`src/rtl/core/apfc_pkg.sv`:
```
// ----------------------------------------------------------------------------
// apfc_pkg
// shared types and constants of the ambient presence fade controller
// ----------------------------------------------------------------------------
package apfc_pkg;

   localparam int unsigned LEVEL_W = 8;
   localparam int unsigned LUX_W   = 16;
   localparam int unsigned CSR_IDX_W  = 3;
   localparam int unsigned CSR_DATA_W = 16;

   localparam logic [LEVEL_W-1:0] LEVEL_FULL = 8'd255;
   localparam logic [7:0]         MS_MAX     = 8'd255;

   localparam logic [1:0] MODE_AUTO = 2'd0;
   localparam logic [1:0] MODE_ON   = 2'd1;
   localparam logic [1:0] MODE_OFF  = 2'd2;

   localparam logic [CSR_IDX_W-1:0] REG_MODE          = 3'd0;
   localparam logic [CSR_IDX_W-1:0] REG_LUX_ON_BELOW  = 3'd1;
   localparam logic [CSR_IDX_W-1:0] REG_LUX_OFF_ABOVE = 3'd2;
   localparam logic [CSR_IDX_W-1:0] REG_TARGET_LEVEL  = 3'd3;
   localparam logic [CSR_IDX_W-1:0] REG_ALARM_ACTIVE  = 3'd4;
   localparam logic [CSR_IDX_W-1:0] REG_STEP_INTERVAL = 3'd5;

   typedef enum logic [1:0] {
      ACT_HOLD,
      ACT_ON,
      ACT_OFF
   } act_type;

   typedef struct packed {
      logic [1:0]         mode;
      logic [LUX_W-1:0]   lux_on_below;
      logic [LUX_W-1:0]   lux_off_above;
      logic [LEVEL_W-1:0] target_level;
      logic               alarm_active;
      logic [7:0]         step_interval_ms;
   } cfg_type;

   typedef struct packed {
      logic [LEVEL_W-1:0] level;
      logic               lamp;
      logic [7:0]         ms;
   } fade_state_type;

endpackage

```
`src/rtl/core/ambient_presence_fade_controller_unit.sv`:
```
// ----------------------------------------------------------------------------
// ambient_presence_fade_controller_unit
// lamp fade controller driven by 1 ms ticks of light level and presence
//
//   channel | direction | handshake           | payload
//   req     | in        | req_valid/req_stall | lux, presence_pin, presence_report
//   rsp     | out       | rsp_valid/rsp_stall | level, lamp_on, lamp_changed
//   csr     | in        | csr_we              | csr_index, csr_wdata
//
// one tick per cycle sustained unless rsp stalls; a taken req beat enters the tick register
// the tick register feeds the step logic, which writes state and rsp register
// reset clears state, configuration to defaults and both valid flags
// rsp stall holds a valid rsp register and backs up into req_stall the same cycle
// ----------------------------------------------------------------------------
module ambient_presence_fade_controller_unit
   import apfc_pkg::*;
(
   input  logic                  clock,
   input  logic                  reset,
   input  logic                  req_valid,
   output logic                  req_stall,
   input  logic [LUX_W-1:0]      req_lux,
   input  logic                  req_presence_pin,
   input  logic                  req_presence_report,
   output logic                  rsp_valid,
   input  logic                  rsp_stall,
   output logic [LEVEL_W-1:0]    rsp_level,
   output logic                  rsp_lamp_on,
   output logic                  rsp_lamp_changed,
   input  logic                  csr_we,
   input  logic [CSR_IDX_W-1:0]  csr_index,
   input  logic [CSR_DATA_W-1:0] csr_wdata
);

   cfg_type        cfg;
   logic           alarm_release;
   fade_state_type state_ff;
   fade_state_type state_in;
   fade_state_type nxt;
   logic           changed;

   logic             in_valid_ff;
   logic             in_valid_in;
   logic [LUX_W-1:0] in_lux_ff;
   logic             in_present_ff;
   logic             rsp_valid_ff;
   logic             rsp_valid_in;
   logic [LEVEL_W-1:0] rsp_level_ff;
   logic             rsp_lamp_ff;
   logic             rsp_changed_ff;
   logic             advance;
   logic             req_take;

   apfc_csr_regs u_csr (
      .clock         (clock),
      .reset         (reset),
      .csr_we        (csr_we),
      .csr_index     (csr_index),
      .csr_wdata     (csr_wdata),
      .cfg           (cfg),
      .alarm_release (alarm_release)
   );

   apfc_fade_step u_step (
      .cfg     (cfg),
      .cur     (state_ff),
      .lux     (in_lux_ff),
      .present (in_present_ff),
      .nxt     (nxt),
      .changed (changed)
   );

   assign advance   = in_valid_ff && (!rsp_valid_ff || !rsp_stall);
   assign req_stall = in_valid_ff && !advance;
   assign req_take  = req_valid && !req_stall;

   assign in_valid_in  = req_take || (in_valid_ff && !advance);
   assign rsp_valid_in = advance || (rsp_valid_ff && rsp_stall);

   always_comb begin
      state_in = state_ff;
      if (alarm_release) begin
         state_in.level = '0;
      end else if (advance) begin
         state_in = nxt;
      end
   end

   always_ff @(posedge clock) begin
      if (reset) begin
         in_valid_ff  <= 1'b0;
         rsp_valid_ff <= 1'b0;
         state_ff     <= '0;
      end else begin
         in_valid_ff  <= in_valid_in;
         rsp_valid_ff <= rsp_valid_in;
         state_ff     <= state_in;
      end
   end

   always_ff @(posedge clock) begin
      if (req_take) begin
         in_lux_ff     <= req_lux;
         in_present_ff <= req_presence_pin || req_presence_report;
      end
      if (advance) begin
         rsp_level_ff   <= nxt.level;
         rsp_lamp_ff    <= nxt.lamp;
         rsp_changed_ff <= changed;
      end
   end

   assign rsp_valid        = rsp_valid_ff;
   assign rsp_level        = rsp_level_ff;
   assign rsp_lamp_on      = rsp_lamp_ff;
   assign rsp_lamp_changed = rsp_changed_ff;

   // alarm tick drives full brightness
   a_alarm_full: assert property (@(posedge clock) disable iff (reset)
      advance && cfg.alarm_active && !alarm_release |=> state_ff.level == LEVEL_FULL)
      else $error("alarm tick did not reach full brightness");

   // a brightness step restarts the interval count
   a_step_clears_ms: assert property (@(posedge clock) disable iff (reset)
      advance && !cfg.alarm_active && !alarm_release && (nxt.level != state_ff.level)
      |=> state_ff.ms == 8'd0)
      else $error("ramp step without interval restart");

   // reported change matches the lamp state transition
   a_changed_flag: assert property (@(posedge clock) disable iff (reset)
      advance |=> rsp_changed_ff == (rsp_lamp_ff != $past(state_ff.lamp)))
      else $error("lamp_changed inconsistent with lamp state");

   // a waiting result is never overwritten
   a_rsp_hold: assert property (@(posedge clock) disable iff (reset)
      rsp_valid_ff && rsp_stall |-> !advance)
      else $error("tick retired into a stalled result register");

   // without a queued tick the input side never stalls
   a_no_idle_stall: assert property (@(posedge clock) disable iff (reset)
      !in_valid_ff |-> !req_stall)
      else $error("input stalled while tick register empty");

endmodule

```
`src/rtl/core/apfc_csr_regs.sv`:
```
// ----------------------------------------------------------------------------
// apfc_csr_regs
// configuration registers and alarm release detect
// ----------------------------------------------------------------------------
module apfc_csr_regs
   import apfc_pkg::*;
(
   input  logic                  clock,
   input  logic                  reset,
   input  logic                  csr_we,
   input  logic [CSR_IDX_W-1:0]  csr_index,
   input  logic [CSR_DATA_W-1:0] csr_wdata,
   output cfg_type               cfg,
   output logic                  alarm_release
);

   cfg_type cfg_ff;
   cfg_type cfg_in;

   always_comb begin
      cfg_in = cfg_ff;
      if (csr_we) begin
         unique case (csr_index)
            REG_MODE:          cfg_in.mode             = csr_wdata[1:0];
            REG_LUX_ON_BELOW:  cfg_in.lux_on_below     = csr_wdata[LUX_W-1:0];
            REG_LUX_OFF_ABOVE: cfg_in.lux_off_above    = csr_wdata[LUX_W-1:0];
            REG_TARGET_LEVEL:  cfg_in.target_level     = csr_wdata[LEVEL_W-1:0];
            REG_ALARM_ACTIVE:  cfg_in.alarm_active     = csr_wdata[0];
            REG_STEP_INTERVAL: cfg_in.step_interval_ms = csr_wdata[7:0];
            default:           cfg_in = cfg_ff;
         endcase
      end
   end

   always_ff @(posedge clock) begin
      if (reset) begin
         cfg_ff.mode             <= MODE_AUTO;
         cfg_ff.lux_on_below     <= 16'd5;
         cfg_ff.lux_off_above    <= 16'd50;
         cfg_ff.target_level     <= 8'd20;
         cfg_ff.alarm_active     <= 1'b0;
         cfg_ff.step_interval_ms <= 8'd5;
      end else begin
         cfg_ff <= cfg_in;
      end
   end

   assign cfg           = cfg_ff;
   assign alarm_release = csr_we && (csr_index == REG_ALARM_ACTIVE)
                          && !csr_wdata[0] && cfg_ff.alarm_active;

endmodule

```
`src/rtl/core/apfc_fade_step.sv`:
```
// ----------------------------------------------------------------------------
// apfc_fade_step
// one tick of mode decision and brightness ramp
// ----------------------------------------------------------------------------
module apfc_fade_step
   import apfc_pkg::*;
(
   input  cfg_type          cfg,
   input  fade_state_type   cur,
   input  logic [LUX_W-1:0] lux,
   input  logic             present,
   output fade_state_type   nxt,
   output logic             changed
);

   act_type    act;
   logic [7:0] ms_inc;
   logic       due;

   assign ms_inc = (cur.ms == MS_MAX) ? MS_MAX : cur.ms + 8'd1;
   assign due    = ms_inc > cfg.step_interval_ms;

   always_comb begin
      unique case (cfg.mode)
         MODE_ON:  act = ACT_ON;
         MODE_OFF: act = ACT_OFF;
         default: begin
            if (lux < cfg.lux_on_below) begin
               act = present ? ACT_ON : ACT_OFF;
            end else if (lux > cfg.lux_off_above) begin
               act = ACT_OFF;
            end else begin
               act = ACT_HOLD;
            end
         end
      endcase
   end

   always_comb begin
      nxt       = cur;
      nxt.ms    = ms_inc;
      if (cfg.alarm_active) begin
         nxt.level = LEVEL_FULL;
      end else begin
         unique case (act)
            ACT_ON: begin
               nxt.lamp = 1'b1;
               if ((cur.level != cfg.target_level) && due) begin
                  nxt.level = (cur.level < cfg.target_level) ? cur.level + 8'd1
                                                              : cur.level - 8'd1;
                  nxt.ms    = 8'd0;
               end
            end
            ACT_OFF: begin
               nxt.lamp = 1'b0;
               if ((cur.level != 8'd0) && due) begin
                  nxt.level = cur.level - 8'd1;
                  nxt.ms    = 8'd0;
               end
            end
            default: nxt.lamp = cur.lamp;
         endcase
      end
   end

   assign changed = nxt.lamp != cur.lamp;

endmodule

```
`config.mk`:
```
export PLATFORM = sky130hd
export DESIGN_NAME = ambient_presence_fade_controller_unit
export DESIGN_NICKNAME = d
export VERILOG_FILES = /design/src/rtl/core/apfc_pkg.sv /design/src/rtl/core/ambient_presence_fade_controller_unit.sv /design/src/rtl/core/apfc_csr_regs.sv /design/src/rtl/core/apfc_fade_step.sv
export SDC_FILE = /design/constraint.sdc
export NUM_CORES = 1
export LEC_CHECK = 0
export ABC_CLOCK_PERIOD_IN_PS = 4000
export BUFFER_PORTS_ARGS = -buffer_cell sky130_fd_sc_hd__buf_4
export CAP_MARGIN = 20
export CORE_MARGIN = 5
export CORE_UTILIZATION = 54
export DETAILED_ROUTE_END_ITERATION = 8
export GPL_ROUTABILITY_DRIVEN = 0
export GPL_TIMING_DRIVEN = 0
export PLACE_DENSITY = 0.75
export SYNTH_ARGS = -nofsm -noshare
export SYNTH_HDL_FRONTEND = slang
export SYNTH_SLANG_ARGS = --single-unit
```
`constraint.sdc`:
```
create_clock -name clock -period 4 [get_ports clock]
set_clock_uncertainty 0.2 [all_clocks]
set_input_delay 0.8 -clock clock [delete_from_list [all_inputs] [get_ports clock]]
set_output_delay 0.8 -clock clock [all_outputs]
set_load 0.02 [all_outputs]
```
==> metrics.txt, run 1 <==
crit path max fanout 10; Initial Util 55.6%; placed cell count 818; final slew viol count 0; CP Capture Type flop; Final #Nets around 800; Non-Filler Instances 845; post-synth cell types 65; VDD IR-drop max 222 µV; WL/cell 15.6 µm; WL final 13,200 µm; metal2 WL approximately 6300 µm; Post-synth top flop dfxtp_1; Power Total 2.14 mW; Total GRT Usage 21.6%; final worst setup slack 0.151 ns; TritonCTS clock tree yes; syn nets approximately 730; Hold WS 0.263 ns; DP Worst Slack -0.433 ns; Critical Path AT 3.78 ns; DRT met1 WL 5490 µm; H-tree depth 3; synthesized area 0.00546 mm²; area delta synth->final 17.5%; die area 0.0122 mm²; cells after synthesis roughly 630; DRC viols 0; area leader, netlist dfxtp_1; layout cells sized above 1 17.4%; Clock Pin Slew Worst Setup and Hold Paths around 0.1 ns; setup tns final 0 ns; post-synthesis sequential area ratio 40.5%; Final min period approximately 3.8 ns; first-pass GRT wire length 21,900 µm; PD cells roughly 330 mW/mm²; Final Hold Viols 0; period utilization slightly below 100%; DP Wirelength 9880 µm; per-instance average area after synthesis 8.62 µm²; chip width ~110 µm; Root Driver clkbuf_8; remaining antenna violation count 0; maximum clock insertion buffer count 2; EDFF count, synth 27; antenna cell count 0; register bit count reported by yosys a little under 100; Yosys warning count 0; fmax 260 MHz; Worst slew margin 35.8%; CTS Buf Count 9; outcome complete, no violations; num ports 54; top cell type's share of synthesized area 25.7%; largest net degree at the start of global routing 18; metal3 WL 917 µm; Skew-Pair Late Insertion Delay about 0.37 ns; antenna violations before repair 0; # rows 36; WS Path Type flop to flop; # setup viols final 0; highest metal used met4; grt ovf 0; DP Area ~0.006 mm²; initial drt markers ~300; vias in the first global route 4,734; Vias 4,838; RSZ-0062 raised after global routing true; 1st-pass router iterations 7; Area contributors post-synth dfxtp_1 (26%), edfxtp_1 (15%), ha_1 (12%); Post-synth ARST share 0%; Via-to-Cell Ratio 5.73; design area 0.00641 mm²; CTS Sinks 97; Final Util 65.3%; static leakage 2.59 nW; Worst Tran Pin Value 0.959 ns; Max-Cap Viols 0; Port Buffers 52; FILL cells between 800 and 900; Critical Path Start Type flop; core area 0.00982 mm²; CP required 3.94 ns; Hold Crit Class flop to flop; Vert. Die Dim 111 µm
state kept, by name, indices dropped and copies added, names as in the netlist:
name              flops
in_valid_ff           1
rsp_valid             1
rsp_lamp_changed      1
rsp_level             8
in_lux_ff            16
in_present_ff         1
u_csr.cfg            51
state_ff             17
rsp_lamp_on           1
synthesized netlist by cell type (2+ instances only):
cell type	n
nand2_1	101
dfxtp_1	70
inv_1	62
a21oi_1	56
ha_1	54
nor2_1	42
edfxtp_1	27
o21ai_0	21
clkbuf_1	15
nand3_1	14
mux2i_1	13
nand4_1	11
a22oi_1	10
a21o_1	9
a31oi_1	9
nor3_1	9
o211ai_1	9
and3_1	8
nand2b_1	8
a211o_1	6
nor2b_1	6
nor4_1	6
or2_2	5
xnor2_1	5
o21a_1	4
and2_1	3
buf_6	3
or3_1	3
a211oi_1	2
a21boi_0	2
a31o_2	2
buf_2	2
mux2_2	2
nor3b_1	2
o221ai_1	2
critical path, cell delays in order (launching register included):
cell and delay [ns]:
edfxtp_1 0.41, ha_1 0.31, nor2b_1 0.13, o21a_1 0.11, o21ai_1 0.08, a211oi_2 0.22
o21a_1 0.16, o21ai_0 0.08, a211o_1 0.32, a31o_4 0.25, ha_4 0.17, and2_4 0.15
o21ai_2 0.07, a21oi_2 0.09, buf_6 0.15, nand2_4 0.06, or3b_1 0.35, a211o_1 0.30
worst paths after layout:
path            startpoint             to  slack, ns  cells after the start
max           in_lux_ff[1]   rsp_level[5]       0.15                     17
min          u_csr.cfg[37]  u_csr.cfg[37]       0.26                      2
max reg2reg   in_lux_ff[1]   rsp_level[5]       0.15                     17
min reg2reg  u_csr.cfg[37]  u_csr.cfg[37]       0.26                      2
metal layers:
layer,vias up,GRT usage [%]
met3,44,3.50
met2,216,37.0
met1,2213,26.2
met5,-,0
li1,2365,-
met4,0,10.7
cells in the final DEF, fill, tap and decap left out, drive strengths merged, types with 4 or more instances in the layout:
master,instances
nand2b,8
nor3,9
nor4,6
o21a,4
ha,54
nand4,11
nor2b,6
a31oi,9
nand3,14
buf,70
nor2,42
dfxtp,70
edfxtp,27
a22oi,10
a211o,7
mux2i,13
o21ai,21
clkinv,4
a21oi,57
a21o,9
xnor2,5
clkbuf,25
o211ai,9
and3,9
nand2,103
or2,5
inv,62
cell type report:
type                    instances  area, µm²  share of cell area (%)
plain buffers                  22        114                    1.78
flip-flops and latches         97       2210                    34.5
multi-input cells             451       3020                    47.1
repair buffers                 63        473                    7.37
clock buffers                  10        149                    2.32
well taps                     133        166                    2.59
inverters                      63        240                    3.75
clock inverters                 6       38.8                   0.605
kinds of logic (layout without fill, tap and decap cells):
logic type / Yosys count / count (layout) / synth area share, %
buffers and inverters: 85 / 164 / 6.37
adders and majority gates: 54 / 54 / 12.4
AOI/OAI and AO/OA: 146 / 146 / 17.1
muxes: 15 / 15 / 2.80
DFF: 97 / 97 / 40.5
and+or+nand+nor: 230 / 230 / 19.9
xor gates and xnor gates: 6 / 6 / 0.963
timing repair:
action / 4_1_cts / 5_1_grt
pin swaps: 2 / 10
hold endpoints to repair: 0 / 0
resized for setup: 4 / 26
hold buffers: 0 / 0
buffers inserted: 0 / 11
endpoints found under the setup margin: 21 / 22
report_power, final:
group / leakage, nW / switching (mW) / internal, mW
Sequential: 0.830 / 0.0257 / 1.05
Clock: 0.0936 / 0.358 / 0.263
Combinational: 1.67 / 0.256 / 0.188
(Power assumes the default switching activity.)
==> run 2, diff against run 1 <==
--- a/config.mk
+++ b/config.mk
@@ -5,9 +5,10 @@
 export SDC_FILE = /design/constraint.sdc
 export NUM_CORES = 1
 export LEC_CHECK = 0
+export ABC_AREA = 1
 export ABC_CLOCK_PERIOD_IN_PS = 4000
 export BUFFER_PORTS_ARGS = -buffer_cell sky130_fd_sc_hd__buf_4
-export CAP_MARGIN = 20
+export CAP_MARGIN = 15
 export CORE_MARGIN = 5
 export CORE_UTILIZATION = 54
 export DETAILED_ROUTE_END_ITERATION = 8
==> metrics.txt, run 2 <==
multi-input combinational cell area 0.00290 mm²; switching power roughly 0.76 mW; Hold WS roughly 0.26 ns; Post-synth top cells nand2_1 (154), inv_1 (95), a21oi_1 (91), dfxtp_1 (70), o21ai_0 (63); largest net degree at the start of global routing 20; Final min period about 3.5 ns; Vias 5,054; maximum clock insertion buffer count 2; Non-Filler Instances 933; commonest non-fill, non-tap cells in the layout nand2_1 (154), inv_1 (95), a21oi_1 (91), dfxtp_1 (70), o21ai_0 (63); placed cell count 917; period utilization 87.6%; setup tns final 0 ns; Clock power frac 24.3%; remaining antenna violation count 0; DP Wirelength 10,300 µm; static leakage about 3.0 nW; crit path max fanout 10; outcome complete, no violations; Critical Path Start Type flop; area leader, netlist dfxtp_1; # rows 37; final worst setup slack 0.494 ns; die area 0.0126 mm²; Final Util between 60% and 70%; Via-to-Cell Ratio ~5.4; area delta synth->final 13.0%; Flop pwr share between 40 and 50%; Worst slew margin a little over half; RSZ-0062 raised after global routing false; Worst Tran Pin Value around 0.70 ns; WL final roughly 13,000 µm; Max-Cap Viols 0; initial drt markers 373; Total GRT Usage 22.2%; Area contributors post-synth dfxtp_1 (25%), edfxtp_1 (14%), ha_1 (12%); Final #Nets between 800 and 900; Yosys warning count 0; per-instance average area after synthesis a little under 8 µm²; Final Hold Viols 0; Post-synth top flop dfxtp_1; chip width roughly 110 µm; antenna cell count 0; VDD IR-drop max 182 µV; Initial Util 55.1%; Root Driver clkbuf_8; Port Buffers 53; Skew-Pair Late Insertion Delay 0.36 ns; CTS Sinks 97; antenna violations before repair 0; sequential cell area 0.00221 mm²; EDFF count, synth 27; Internal Power 1.55 mW; CP required 3.92 ns; Post-synth ARST share 0%; DP Worst Slack 0.528 ns; most common cell in the netlist nand2_1; top cell type's share of synthesized area between 20% and 30%; most common cell after layout, fill and taps aside nand2_1; postcts setup bufs 0; core area between 0.01 and 0.015 mm²; post_cts resized 0; combinational share of power 27.9%; WL/cell ~14 µm; post-synthesis sequential area ratio 39.1%; Clock Pin Slew Worst Setup and Hold Paths 0.09 ns; num ports 54; CTS Buf Count 9; CP Capture Type flop; # hold bufs at CTS 0; Critical Path AT 3.43 ns; final slew viol count 0; synthesized area 0.00566 mm²; register bit count reported by yosys 97; 1st-pass router iterations 6; Sw Ratio 32.8%; TritonCTS clock tree yes; # setup viols final 0; first-pass GRT wire length around 23,000 µm; Vert. Die Dim 112 µm; syn nets 824; WS Path Type flop to flop; FILL cells 935; max reg flops slightly above 50; post-synth cell types 34; vias in the first global route 4,976; PD cells 361 mW/mm²; fmax 285 MHz; H-tree depth 3; layout cells sized above 1 14.1%; cells after synthesis approximately 730; grt ovf 0; Hold Crit Class flop to flop; DRC viols 0
## run 2: cell count changes after synthesis, moves of 29 or more
cell     before  now
nand2_1     101  154
o21ai_0      21   63
a21oi_1      56   91
inv_1        62   95
nand3_1      14   43
## run 2: final cells by class
cell class / count / share of cell area, %
Buffer: 23 / 2.11
Clock inverter: 3 / 0.254
Multi-Input combinational cell: 502 / 45.4
Clock buffer: 13 / 2.33
Inverter: 106 / 6.38
Timing Repair Buffer: 53 / 6.22
Tap cell: 136 / 2.66
Sequential cell: 97 / 34.6
## run 2: power by group through the flow
stage               Clock, mW  Combinational [mW]  Sequential, mW
floorplan                   0               0.447            1.13
finish                  0.561               0.643            1.10
detailed placement          0               0.633            1.13
global route            0.621               0.724            1.11
CTS                     0.574               0.636            1.10
global placement            0               0.613            1.12
## run 2: per-layer routing
layer / global-route usage [%] / vias up / part of all wire (%)
met4: 7.53 / 0 / 2.2
met1: 28.0 / 2307 / 42
met3: 3.45 / 29 / 6.2
li1: - / 2546 / -
met2: 38.7 / 172 / 49
met5: 0 / - / 0
## run 2: logic make-up after synthesis
kind of cell    synth area share, %
buf+inv                        9.60
fa+ha+maj                      11.9
compound gates                 15.7
xor+xnor                       1.39
flops                          39.1
simple gates                   22.1
mux                           0.199
## run 2: path summary, 6_finish.rpt
path	start	to	slack (ns)	cells after the start
max	in_lux_ff[15]	rsp_lamp_changed	0.49	12
min	u_csr.cfg[48]	u_csr.cfg[48]	0.26	2
max reg2reg	in_lux_ff[15]	rsp_lamp_changed	0.49	12
min reg2reg	u_csr.cfg[48]	u_csr.cfg[48]	0.26	2
## run 2: worst max-delay path: stages (launching register included)
cell	delay, ns
edfxtp_1	0.43
ha_1	0.34
a21oi_1	0.13
o21ai_0	0.10
a21oi_1	0.36
nand4_1	0.14
o21ai_0	0.14
inv_1	0.08
ha_1	0.31
buf_6	0.15
nor2_1	0.31
mux2_2	0.42
xor2_1	0.14
## run 2: per-stage QoR
stage          instance area [µm²]  power (mW)
6_report                      6390        2.31
5_1_grt                       6390        2.45
4_1_cts                       6390        2.31
3_5_place_dp                  6230        1.76
3_3_place_gp                  6230        1.74
2_1_floorplan                 5660        1.58
==> run 3, diff against run 2 <==
--- a/config.mk
+++ b/config.mk
@@ -15,6 +15,7 @@
 export GPL_ROUTABILITY_DRIVEN = 0
 export GPL_TIMING_DRIVEN = 0
 export PLACE_DENSITY = 0.75
+export RECOVER_POWER = 100
 export SYNTH_ARGS = -nofsm -noshare
 export SYNTH_HDL_FRONTEND = slang
 export SYNTH_SLANG_ARGS = --single-unit
==> metrics.txt, run 3 (synthesized netlist as in run 2, its figures left out) <==
outcome complete, no violations; crit path max fanout 10; Skew-Pair Late Insertion Delay 0.37 ns; FF-to-FF End rsp_lamp_changed; # setup viols final 0; layout cells sized above 1 between 10% and 20%; Worst path slowest cell edfxtp_1; CTS Buf Count 9; hold path cells 2; die area approximately 0.013 mm²; final slew viol count 0; Vias 5,042; Final #Nets 888; Total GRT Usage between 20 and 25%; R2R Path Start in_lux_ff[15]; grt ovf 0; buffers and inverters on the worst path 2; 1st-pass router iterations 5; setup tns final 0 ns; remaining antenna violation count 0; Initial Util around 55%; final worst setup slack 0.412 ns; Critical Path AT 3.51 ns; commonest non-fill, non-tap cells in the layout nand2_1 (154), inv_1 (95), a21oi_1 (91), dfxtp_1 (70), o21ai_0 (63); largest net degree at the start of global routing 20; period utilization approximately 90%; # rows 37; core area 0.0103 mm²; Top Family by Delay on Critical Path simple AND/OR/NAND/NOR gates; Worst R2R Setup Slack approximately 0.41 ns; DP Area 0.00623 mm²; Worst slew margin 35.7%; Hold Crit Class flop to flop; worst-case reg-to-reg path depth 16; Non-Filler Instances between 900 and 1,000; WL/cell 14.3 µm; CP Capture Type flop; antenna violations before repair 0; hold endpoint u_csr.cfg[48]; static leakage 2.90 nW; DP Wirelength 10,300 µm; vias in the first global route 4,976; postcts setup bufs 0; CP required 3.92 ns; Port Buffers 53; WS Path Type flop to flop; design area 0.00630 mm²; HP Start u_csr.cfg[48]; first-pass GRT wire length roughly 23,000 µm; Critical Path Start Type flop; Root Driver clkbuf_8; Final Util 61.3%; Max-Cap Viols 0; most common cell after layout, fill and taps aside nand2_1; VDD IR-drop max 182 µV; TritonCTS clock tree yes; Via-to-Cell Ratio 5.40; Most Frequent Cell on Critical Path nand2_1; antenna cell count 0; fmax 279 MHz; WL final between 10,000 and 15,000 µm; Vert. Die Dim 112 µm; area delta synth->final 11.4%; H-tree depth 3; CTS Sinks 97; placed cell count slightly above 900; RSZ-0062 raised after global routing false; Worst Tran Pin Value 0.965 ns; # hold bufs at CTS 0; chip width between 100 and 150 µm; Final min period 3.59 ns; crit-path cells ha_1, nand2_1, inv_1, nand3_1, nor3_1, o21ai_0, nand2_1, nand2_1, nand2_1, nand3_1, nand2_1, ha_1, clkbuf_2, nor2_1, mux2_1, xor2_1; DP Worst Slack 0.528 ns; num ports 54; maximum clock insertion buffer count 2; post_cts resized 0; initial drt markers approximately 330; max reg flops between 50 and 60; Final Hold Viols 0; biggest cell delay along the critical path 0.43 ns; Clock Pin Slew Worst Setup and Hold Paths roughly 0.080 ns; DRC viols 0; PD cells 363 mW/mm²
==> run 3: changes by cell type in the layout (fill, tap and decap cells not counted) <==
cell / change
buf_4: -34
clkbuf_1: +17
nor2_2: -4
nand3_4: -1
clkbuf_2: +1
mux2_1: +1
mux2_2: -1
buf_6: -1
nor2_1: +4
buf_2: -1
clkbuf_4: +18
nand3_1: +1
==> run 3: where the power goes <==
group          internal, mW  leakage, nW  total (mW)  switching (mW)
Clock                 0.241       0.0811       0.563           0.321
Sequential             1.07        0.833        1.10          0.0329
Combinational         0.222         1.98       0.621           0.399
Total                  1.53         2.90        2.29           0.754
==> run 3: how the worst max path moves through the flow <==
stage,start,endpoint,slack (ns),cells past startpoint
after global placement,in_lux_ff[15],rsp_lamp_changed,0.56,16
after detailed placement,in_lux_ff[15],rsp_lamp_changed,0.53,16
after CTS,in_lux_ff[15],rsp_lamp_changed,0.50,16
final,in_lux_ff[15],rsp_lamp_changed,0.41,16
after floorplan,in_lux_ff[11],rsp_lamp_changed,1.07,12
after global routing,state_ff[0],state_ff[9],0.11,21
==> run 3: tightest hold or removal path, delay by kind of cell, from the launching register on <==
family                 cells  cell delay, ns
AOI/OAI and AO/OA          1            0.06
DFF                        1            0.30
buffers and inverters      1            0.06
==> run 3: stage by stage <==
stage | total power [mW] | hold slack, ns
after global placement | 1.74 | 0.245
after CTS | 2.31 | 0.267
after global routing | 2.43 | 0.291
final | 2.29 | 0.264
after floorplan | 1.58 | 0.235
after detailed placement | 1.76 | 0.254
==> run 3: routing by layer <==
metal  vias up  GRT usage [%]  share of wire (%)  routed length [µm]
met4         0           7.53                2.4                 316
met1      2309           28.0                 43                5730
li1       2545              -                  -                   -
met5         -              0                  0                   0
met2       157           38.7                 49                6530
met3        31           3.45                6.1                 815
==> run 3: layout make-up <==
type,count,area [µm²]
clock buffers,13,149
multi-input cells,502,2880
inverters,106,408
repair buffers,53,338
clock inverters,3,16.3
flip-flops and latches,97,2210
fillers,950,3980
well taps,136,170
plain buffers,23,128
